===== src/sv/afdd_pkg.sv =====
// Shared types, constants and codes for the frame deframer and dispatcher.
// Depends on nothing; every other file of the block imports it.
package afdd_pkg;

    // Frame format
    localparam logic [7:0]  START_BYTE = 8'h7E;
    localparam logic [7:0]  SUM_TARGET = 8'hFF;

    // Largest frame whose bytes are passed on, and the size of the id table
    localparam logic [15:0] MAX_FRAME     = 16'd128;
    localparam int          MAX_HANDLERS  = 8;
    localparam int          HANDLER_SLOTS = 8;
    localparam int          ID_W          = 8;
    localparam int          HIDX_W        = 3;
    localparam int          COUNT_W       = 4;
    localparam int          INDEX_W       = 7;
    localparam int          LEN_W         = 16;
    localparam int          CFG_DATA_W    = 64;

    // Configuration register indexes
    localparam logic CFG_HANDLER_IDS   = 1'b0;
    localparam logic CFG_HANDLER_COUNT = 1'b1;

    // End-of-frame status codes
    localparam logic [1:0] ST_OK         = 2'd0;
    localparam logic [1:0] ST_TOO_LONG   = 2'd1;
    localparam logic [1:0] ST_BAD_SUM    = 2'd2;
    localparam logic [1:0] ST_UNKNOWN_ID = 2'd3;

    typedef enum logic [3:0] {
        PH_HUNT   = 4'b0001,
        PH_LEN_HI = 4'b0010,
        PH_LEN_LO = 4'b0100,
        PH_BODY   = 4'b1000
    } phase_t;

    typedef struct packed {
        logic              found;
        logic [HIDX_W-1:0] index;
    } match_t;

    typedef struct packed {
        logic               is_end;
        logic [7:0]         data_byte;
        logic [INDEX_W-1:0] byte_index;
        logic [1:0]         frame_status;
        logic [LEN_W-1:0]   frame_length;
        logic [ID_W-1:0]    frame_id;
        logic [HIDX_W-1:0]  handler_index;
        logic               last;
    } result_t;

endpackage


===== src/sv/afdd_id_match.sv =====
// Handler table lookup: compares a frame id against the configured id table.
// Depends on afdd_pkg.
module afdd_id_match
    import afdd_pkg::*;
(
    input  logic [CFG_DATA_W-1:0] handler_ids,
    input  logic [COUNT_W-1:0]    handler_count,
    input  logic [ID_W-1:0]       frame_id,
    output match_t                match
);

    logic [COUNT_W-1:0]       count_clamped;
    logic [HANDLER_SLOTS-1:0] hit;

    assign count_clamped = (handler_count > COUNT_W'(MAX_HANDLERS))
                         ? COUNT_W'(MAX_HANDLERS) : handler_count;

    // One comparator per table entry; entries at or above the count never hit.
    always_comb
    begin
        for (int i = 0; i < HANDLER_SLOTS; i++)
        begin
            hit[i] = (COUNT_W'(i) < count_clamped)
                   && (handler_ids[i*ID_W +: ID_W] == frame_id);
        end
    end

    // The lowest matching entry wins.
    always_comb
    begin
        match = '0;
        for (int i = HANDLER_SLOTS - 1; i >= 0; i--)
        begin
            if (hit[i])
            begin
                match.found = 1'b1;
                match.index = HIDX_W'(i);
            end
        end
    end

endmodule


===== src/sv/afdd_parser.sv =====
// Frame parser: phase tracking, length capture, checksum and result formation.
// Depends on afdd_pkg and afdd_id_match.
module afdd_parser
    import afdd_pkg::*;
(
    input  logic                  clk,
    input  logic                  rst_n,
    input  logic                  accept,
    input  logic [7:0]            rx_byte,
    input  logic [CFG_DATA_W-1:0] handler_ids,
    input  logic [COUNT_W-1:0]    handler_count,
    output logic                  push,
    output result_t               result
);

    phase_t           phase_reg, phase_next;
    logic [LEN_W-1:0] expected_length_reg, expected_length_next;
    logic [LEN_W-1:0] bytes_seen_reg, bytes_seen_next;
    logic [7:0]       running_sum_reg, running_sum_next;
    logic [ID_W-1:0]  first_byte_reg, first_byte_next;

    logic             in_frame;
    logic [7:0]       sum_total;
    logic [ID_W-1:0]  frame_id;
    match_t           match;

    assign in_frame  = bytes_seen_reg < expected_length_reg;
    assign sum_total = running_sum_reg + rx_byte;
    assign frame_id  = (expected_length_reg != '0) ? first_byte_reg : '0;

    afdd_id_match u_id_match (
        .handler_ids   (handler_ids),
        .handler_count (handler_count),
        .frame_id      (frame_id),
        .match         (match)
    );

    always_comb
    begin
        phase_next           = phase_reg;
        expected_length_next = expected_length_reg;
        bytes_seen_next      = bytes_seen_reg;
        running_sum_next     = running_sum_reg;
        first_byte_next      = first_byte_reg;
        push                 = 1'b0;
        result               = '0;
        result.frame_length  = expected_length_reg;

        if (accept)
        begin
            case (phase_reg)
                PH_HUNT:
                begin
                    if (rx_byte == START_BYTE)
                    begin
                        phase_next = PH_LEN_HI;
                    end
                end
                PH_LEN_HI:
                begin
                    expected_length_next = {rx_byte, 8'h00};
                    phase_next           = PH_LEN_LO;
                end
                PH_LEN_LO:
                begin
                    expected_length_next = {expected_length_reg[15:8], rx_byte};
                    bytes_seen_next      = '0;
                    running_sum_next     = '0;
                    first_byte_next      = '0;
                    phase_next           = PH_BODY;
                end
                PH_BODY:
                begin
                    if (in_frame)
                    begin
                        running_sum_next = sum_total;
                        bytes_seen_next  = bytes_seen_reg + LEN_W'(1);
                        if (bytes_seen_reg == '0)
                        begin
                            first_byte_next = rx_byte;
                        end
                        // Bytes beyond the largest frame are summed but not passed on.
                        if (bytes_seen_reg < MAX_FRAME)
                        begin
                            push              = 1'b1;
                            result.data_byte  = rx_byte;
                            result.byte_index = bytes_seen_reg[INDEX_W-1:0];
                        end
                    end
                    else
                    begin
                        // This is the checksum byte: report and go back to hunting.
                        push            = 1'b1;
                        result.is_end   = 1'b1;
                        result.last     = 1'b1;
                        result.frame_id = frame_id;
                        if (expected_length_reg > MAX_FRAME)
                        begin
                            result.frame_status = ST_TOO_LONG;
                        end
                        else if (sum_total != SUM_TARGET)
                        begin
                            result.frame_status = ST_BAD_SUM;
                        end
                        else if (expected_length_reg == '0 || !match.found)
                        begin
                            result.frame_status = ST_UNKNOWN_ID;
                        end
                        else
                        begin
                            result.frame_status  = ST_OK;
                            result.handler_index = match.index;
                        end
                        phase_next       = PH_HUNT;
                        bytes_seen_next  = '0;
                        running_sum_next = '0;
                    end
                end
                default:
                begin
                    phase_next = PH_HUNT;
                end
            endcase
        end
    end

    always_ff @(posedge clk or negedge rst_n)
    begin
        if (!rst_n)
        begin
            phase_reg           <= PH_HUNT;
            expected_length_reg <= '0;
            bytes_seen_reg      <= '0;
            running_sum_reg     <= '0;
            first_byte_reg      <= '0;
        end
        else
        begin
            phase_reg           <= phase_next;
            expected_length_reg <= expected_length_next;
            bytes_seen_reg      <= bytes_seen_next;
            running_sum_reg     <= running_sum_next;
            first_byte_reg      <= first_byte_next;
        end
    end

    // The byte count never runs past the length inside a frame body.
    a_count_bound: assert property (@(posedge clk) disable iff (!rst_n)
        (phase_reg == PH_BODY) |-> (bytes_seen_reg <= expected_length_reg))
        else $error("byte count beyond frame length");

    // Every end-of-frame report returns the parser to hunting.
    a_end_to_hunt: assert property (@(posedge clk) disable iff (!rst_n)
        (push && result.is_end) |=> (phase_reg == PH_HUNT))
        else $error("parser did not return to hunt after frame end");

    // Data results only come from positions inside the largest frame.
    a_data_in_range: assert property (@(posedge clk) disable iff (!rst_n)
        (push && !result.is_end) |-> (bytes_seen_reg < MAX_FRAME))
        else $error("data result beyond largest frame");

endmodule


===== src/sv/afdd_out_buf.sv =====
// Two-entry output buffer: a result register backed by a skid register.
// Depends on afdd_pkg for the result type.
module afdd_out_buf
    import afdd_pkg::*;
(
    input  logic    clk,
    input  logic    rst_n,
    input  logic    push,
    input  result_t push_data,
    output logic    space,
    output logic    out_valid,
    input  logic    out_ready,
    output result_t out_data
);

    logic    main_valid_reg, main_valid_next;
    logic    skid_valid_reg, skid_valid_next;
    result_t main_reg, main_next;
    result_t skid_reg, skid_next;
    logic    pop;

    assign pop       = main_valid_reg && out_ready;
    assign space     = !skid_valid_reg;
    assign out_valid = main_valid_reg;
    assign out_data  = main_reg;

    always_comb
    begin
        main_valid_next = main_valid_reg;
        skid_valid_next = skid_valid_reg;
        main_next       = main_reg;
        skid_next       = skid_reg;

        if (skid_valid_reg)
        begin
            if (pop)
            begin
                main_next       = skid_reg;
                skid_valid_next = 1'b0;
            end
        end
        else if (push)
        begin
            if (!main_valid_reg || pop)
            begin
                main_next       = push_data;
                main_valid_next = 1'b1;
            end
            else
            begin
                skid_next       = push_data;
                skid_valid_next = 1'b1;
            end
        end
        else if (pop)
        begin
            main_valid_next = 1'b0;
        end
    end

    always_ff @(posedge clk or negedge rst_n)
    begin
        if (!rst_n)
        begin
            main_valid_reg <= 1'b0;
            skid_valid_reg <= 1'b0;
        end
        else
        begin
            main_valid_reg <= main_valid_next;
            skid_valid_reg <= skid_valid_next;
        end
    end

    always_ff @(posedge clk)
    begin
        main_reg <= main_next;
        skid_reg <= skid_next;
    end

    // The skid entry is only ever filled behind a waiting result.
    a_skid_behind_main: assert property (@(posedge clk) disable iff (!rst_n)
        skid_valid_reg |-> main_valid_reg)
        else $error("skid entry held without a result ahead of it");

endmodule


===== src/sv/api_frame_deframer_dispatch_top.sv =====
// Top level of the frame deframer and handler dispatcher.
// Depends on afdd_pkg, afdd_parser (with afdd_id_match) and afdd_out_buf.
//
// Usage notes
// The block receives one unescaped byte per transfer on the input channel
// (in_valid, in_ready, rx_byte). It hunts for the start byte, reads a
// big-endian 16-bit length, then the frame bytes, then one checksum byte.
// Each frame byte within the largest frame size gives one data transfer on
// the output channel; the checksum byte gives one end-of-frame report with
// status, length, frame id and the matching handler table entry.
// Throughput is one byte per cycle while in_ready is high. Each result is
// registered in the output buffer from the byte that caused it; bytes that
// give no result (hunting, header bytes) simply update the parser state.
// The output side is a result register backed by a skid register, so input
// is still taken while one result waits; only when both hold a result does
// in_ready drop, and it returns the cycle after the receiver takes a transfer.
// Reset clears the parser to hunting, empties the output buffer and clears both
// configuration registers. Configuration is written through cfg_we, cfg_index and
// cfg_data, only while the block is idle; the user must ensure this, the block does not.
module api_frame_deframer_dispatch_top
    import afdd_pkg::*;
(
    input  logic                  clk,
    input  logic                  rst_n,

    input  logic                  cfg_we,
    input  logic                  cfg_index,
    input  logic [CFG_DATA_W-1:0] cfg_data,

    input  logic                  in_valid,
    output logic                  in_ready,
    input  logic [7:0]            rx_byte,

    output logic                  out_valid,
    input  logic                  out_ready,
    output logic                  is_end,
    output logic [7:0]            data_byte,
    output logic [INDEX_W-1:0]    byte_index,
    output logic [1:0]            frame_status,
    output logic [LEN_W-1:0]      frame_length,
    output logic [ID_W-1:0]       frame_id,
    output logic [HIDX_W-1:0]     handler_index,
    output logic                  last
);

    logic [CFG_DATA_W-1:0] handler_ids_reg;
    logic [COUNT_W-1:0]    handler_count_reg;

    logic    accept;
    logic    push;
    logic    space;
    result_t push_data;
    result_t out_data;

    // Configuration registers: written by cfg_we, no read-back.
    always_ff @(posedge clk or negedge rst_n)
    begin
        if (!rst_n)
        begin
            handler_ids_reg   <= '0;
            handler_count_reg <= '0;
        end
        else if (cfg_we)
        begin
            case (cfg_index)
                CFG_HANDLER_IDS:   handler_ids_reg   <= cfg_data;
                CFG_HANDLER_COUNT: handler_count_reg <= cfg_data[COUNT_W-1:0];
                default:           handler_ids_reg   <= handler_ids_reg;
            endcase
        end
    end

    // A byte is taken whenever the skid register is free, so a result can
    // always be stored even if the receiver is stalled.
    assign in_ready = space;
    assign accept   = in_valid && in_ready;

    afdd_parser u_parser (
        .clk           (clk),
        .rst_n         (rst_n),
        .accept        (accept),
        .rx_byte       (rx_byte),
        .handler_ids   (handler_ids_reg),
        .handler_count (handler_count_reg),
        .push          (push),
        .result        (push_data)
    );

    afdd_out_buf u_out_buf (
        .clk       (clk),
        .rst_n     (rst_n),
        .push      (push),
        .push_data (push_data),
        .space     (space),
        .out_valid (out_valid),
        .out_ready (out_ready),
        .out_data  (out_data)
    );

    assign is_end        = out_data.is_end;
    assign data_byte     = out_data.data_byte;
    assign byte_index    = out_data.byte_index;
    assign frame_status  = out_data.frame_status;
    assign frame_length  = out_data.frame_length;
    assign frame_id      = out_data.frame_id;
    assign handler_index = out_data.handler_index;
    assign last          = out_data.last;

endmodule

===== config.mk =====
export PLATFORM = sky130hd
export DESIGN_NAME = api_frame_deframer_dispatch_top
export DESIGN_NICKNAME = d
export VERILOG_FILES = /design/src/sv/afdd_pkg.sv /design/src/sv/afdd_id_match.sv /design/src/sv/afdd_parser.sv /design/src/sv/afdd_out_buf.sv /design/src/sv/api_frame_deframer_dispatch_top.sv
export SDC_FILE = /design/constraint.sdc
export NUM_CORES = 1
export LEC_CHECK = 0
export BUFFER_PORTS_ARGS = -buffer_cell sky130_fd_sc_hd__buf_2
export CORE_MARGIN = 5
export CORE_UTILIZATION = 48
export CTS_CLUSTER_SIZE = 14
export DETAILED_ROUTE_END_ITERATION = 8
export GPL_ROUTABILITY_DRIVEN = 0
export PLACE_DENSITY_LB_ADDON = 0.3
export SETUP_SLACK_MARGIN = 0.05
export SYNTH_ARGS = -nofsm -noshare
export SYNTH_HDL_FRONTEND = slang
export SYNTH_SLANG_ARGS = --single-unit

===== constraint.sdc =====
create_clock -name clk -period 9.85 [get_ports clk]
set_input_delay 1.97 -clock clk [delete_from_list [all_inputs] [get_ports clk]]
set_output_delay 1.97 -clock clk [all_outputs]
set_load 0.01 [all_outputs]

==> PnR_summary.wiki <==
{| class="wikitable"
! Metric !! Value
|-
| Number of gates resized after CTS || 0
|-
| Clock Skew || 0.00798 ns
|-
| Cell Chain, Critical Path || buf_2 -> nand2_1 -> nor2_1 -> o21ai_0 -> buf_4 -> nor2_1 -> a21oi_1 -> nor3_2 -> buf_4
|-
| Pre-CTS WS || 4.75 ns
|-
| Setup Total Neg Slack || 0 ns
|-
| Hold-fix buffers at CTS || 0
|-
| Fraction of layout instances using a drive strength above 1 || 0.236
|-
| Highest-delay cell along the critical path || sky130_fd_sc_hd__nor3_2
|-
| Final setup violating endpoints || 0
|-
| Area growth, synth to finish || 14.8%
|-
| Top_reg_cell synth || sky130_fd_sc_hd__dfrtp_1
|-
| Cell variety after synth || 66
|-
| Core Rows || 54
|-
| Instance count along the most critical hold path || 2
|-
| Final Core Density || 0.561
|-
| Area of the core || 21,800 µm²
|-
| Die outline area || 25,300 µm²
|-
| Antenna violations before repair || 0
|-
| Peak supply drop || 0.128 mV
|-
| Syn avg cell area || 11.3 µm²
|-
| Post-layout nets || 1,157
|-
| Share of flip-flops with an asynchronous set or reset after synthesis || 0.575
|-
| Pin count of the biggest net entering global routing || 71
|-
| Total I/O pin count || 126
|-
| Vias after detailed routing || 7,818
|-
| Effective utilization at floorplan || 0.489
|-
| Static Leak || 5.04 nW
|-
| Largest fanout on the critical path || 31
|-
| Number of detailed-route iterations in the first pass || 5
|-
| Highest attainable clock frequency || 216 MHz
|-
| DR DRC count || 0
|-
| Number of H-tree branching levels || 1
|-
| HPWL after detailed placement || 17.9 mm
|-
| Floorplan die height || 159 µm
|-
| All-layer global routing usage || 0.201
|-
| Shortest period the worst path allows || 4.63 ns
|-
| Path depth of the worst reg2reg path || 10
|-
| Max-slew violation count || 0
|-
| Count of antenna-violating nets left after detailed routing || 0
|-
| Total power per unit cell area || 164 nW/µm²
|-
| Number of flops mapped to enable cells by yosys || 90
|-
| Arrival time at the worst endpoint || 4.78 ns
|-
| Synth warnings || 0
|-
| Clock transition time at the flip-flop clock pins of the worst setup and hold paths || 0.06 ns
|-
| Count of maximum capacitance violations || 0
|-
| Setup repair after global routing missed its margin || false
|-
| Least-Margin Pin Slew || 1.13 ns
|-
| Gate Count Post-Synth || 946
|-
| Synthesized net count || 1,049
|-
| Clock Tree Root || sky130_fd_sc_hd__clkbuf_16
|-
| Worst slew margin relative to its limit || 0.241
|-
| CTS tree || yes
|-
| Crit path kind || primary input to flop
|-
| Flop and latch count out of synthesis || 212
|-
| Iteration-0 DRC Markers || 502
|-
| Crit path setup slack, layout || 5.22 ns
|-
| Worst hold path class || flop to flop
|-
| Number of buffers inserted during clock tree synthesis || 24
|-
| Clock Tree Buf Depth || 3
|-
| Number of vias per cell || 5.78
|-
| Startpoint types || primary input
|-
| Wirelength per Cell || 19.2 µm
|-
| First-pass GRT wire length || 42.1 mm
|-
| Share of synthesized area occupied by flip-flops and latches || 0.540
|-
| Number of inserted diodes || 0
|-
| Clock insertion delay at the later pin of the skew report || 0.51 ns
|-
| Buffer count from post-CTS setup fixing || 0
|-
| Clock sink count || 212
|-
| Number of I/O port buffers || 125
|-
| Via count of the first global-routing pass || 7,770
|-
| Period Utilization, post-route || 0.470
|-
| Crit-path max cell delay || 0.90 ns
|-
| Data required, critical path || 10.01 ns
|-
| Endpoints failing hold || 0
|-
| Result of the run || completed
|-
| Die Width || 159 µm
|-
| Number of flip-flops under the largest register name || 64
|-
| Synthesized area || 10,700 µm²
|-
| Sum of routed wire length over all layers || 25.9 mm
|-
| Kind of end point of the critical path || flop
|-
| Global route overflow || 0
|}
-- logic make-up after synthesis --
group / Yosys count / share of synthesized area
XOR/XNOR: 53 / 0.0448
multiplexers: 78 / 0.0814
AND/OR/NAND/NOR: 286 / 0.142
adder cells (fa/ha/maj): 25 / 0.0300
flip-flops: 212 / 0.540
buffers and inverters: 81 / 0.0331
AO/OA/AOI/OAI: 211 / 0.129
-- synthesized netlist by cell type, types with 6 or more instances --
cell,instances,area (µm²)
sky130_fd_sc_hd__nor4b_1,16,140
sky130_fd_sc_hd__dfrtp_1,121,3030
sky130_fd_sc_hd__o21ai_0,67,335
sky130_fd_sc_hd__nor4_1,12,75.1
sky130_fd_sc_hd__nand3_1,8,40.0
sky130_fd_sc_hd__xnor2_1,37,324
sky130_fd_sc_hd__a31oi_1,19,119
sky130_fd_sc_hd__a21oi_1,35,175
sky130_fd_sc_hd__ha_1,24,300
sky130_fd_sc_hd__and2_1,17,106
sky130_fd_sc_hd__xor2_1,15,131
sky130_fd_sc_hd__inv_1,30,113
sky130_fd_sc_hd__clkbuf_1,33,124
sky130_fd_sc_hd__buf_2,9,45.0
sky130_fd_sc_hd__mux2i_1,8,80.1
sky130_fd_sc_hd__a21o_1,29,218
sky130_fd_sc_hd__nor2b_1,8,50.1
sky130_fd_sc_hd__nand4_1,14,87.6
sky130_fd_sc_hd__nand2_1,98,368
sky130_fd_sc_hd__edfxtp_1,90,2700
sky130_fd_sc_hd__nor3_1,15,75.1
sky130_fd_sc_hd__and4_1,6,52.6
sky130_fd_sc_hd__mux2_2,70,788
sky130_fd_sc_hd__a22o_1,10,87.6
sky130_fd_sc_hd__o32ai_1,11,96.3
sky130_fd_sc_hd__nor3b_1,9,67.6
sky130_fd_sc_hd__nor2_1,55,206
sky130_fd_sc_hd__and3_1,14,87.6
-- path summary, 6_finish.rpt --
check,slack (ns),to,start
worst max-delay path,5.22,u_out_buf.skid_reg[37],in_valid
worst min-delay path,0.49,u_parser.running_sum_reg[6],u_parser.running_sum_reg[6]
worst max register to register,5.75,u_out_buf.skid_reg[37],u_parser.expected_length_reg[15]
worst min register to register,0.49,u_parser.running_sum_reg[6],u_parser.running_sum_reg[6]
max in group asynchronous,6.95,handler_ids_reg[11],rst_n
min in group asynchronous,1.51,u_parser.bytes_seen_reg[9],rst_n
-- metrics by stage --
stage	total power, mW	instances	cell area, µm²	hold slack, ns
after floorplan	1.11	946	10700	0.453
after global placement	1.17	1308	11500	0.472
after detailed placement	1.17	1308	11500	0.478
after CTS	2.03	1352	12200	0.491
after global routing	2.09	1352	12200	0.520
final	2.01	1352	12200	0.488
-- power by group --
| group | total (mW) | switching (mW) | internal (mW) |
|---|---|---|---|
| Sequential | 1.01 | 0.0496 | 0.958 |
| Clock | 0.850 | 0.352 | 0.499 |
| Combinational | 0.149 | 0.0618 | 0.0874 |
| Total | 2.01 | 0.463 | 1.54 |
-- per-layer routing --
| metal | share of wire | GRT usage |
|---|---|---|
| met1 | 0.43 | 0.272 |
| met2 | 0.47 | 0.331 |
| met3 | 0.063 | 0.0375 |
| met4 | 0.030 | 0.0609 |
| met5 | 0 | 0 |
-- final cells by class --
| cell class | count | area [µm²] |
|---|---|---|
| tap | 280 | 350 |
| sequential | 212 | 5760 |
| clock inverter | 12 | 92.6 |
| clock buffer | 32 | 662 |
| timing repair buffer | 132 | 681 |
| inverter | 31 | 116 |
| multi-input combinational | 653 | 4580 |
| fill | 1870 | 9580 |
-- critical path, delay by kind of cell --
kind | cells | cell delay [ns]
AND/OR/NAND/NOR | 4 | 1.62
buffers and inverters | 3 | 0.85
AO/OA/AOI/OAI | 2 | 0.30
-- layout by cell type (no fill, tap or decap), types with 9 or more instances in the layout --
cell type,count
sky130_fd_sc_hd__a21o_1,29
sky130_fd_sc_hd__a21oi_1,35
sky130_fd_sc_hd__a22o_1,10
sky130_fd_sc_hd__a31oi_1,19
sky130_fd_sc_hd__and2_1,17
sky130_fd_sc_hd__and3_1,14
sky130_fd_sc_hd__buf_2,124
sky130_fd_sc_hd__clkbuf_16,25
sky130_fd_sc_hd__dfrtp_1,120
sky130_fd_sc_hd__edfxtp_1,90
sky130_fd_sc_hd__ha_1,24
sky130_fd_sc_hd__inv_1,30
sky130_fd_sc_hd__mux2_2,70
sky130_fd_sc_hd__nand2_1,98
sky130_fd_sc_hd__nand4_1,14
sky130_fd_sc_hd__nor2_1,55
sky130_fd_sc_hd__nor3_1,14
sky130_fd_sc_hd__nor3b_1,9
sky130_fd_sc_hd__nor4_1,11
sky130_fd_sc_hd__nor4b_1,16
sky130_fd_sc_hd__o21ai_0,67
sky130_fd_sc_hd__o32ai_1,11
sky130_fd_sc_hd__xnor2_1,37
sky130_fd_sc_hd__xor2_1,15
Note: power is estimated with default switching activity, not from simulation.
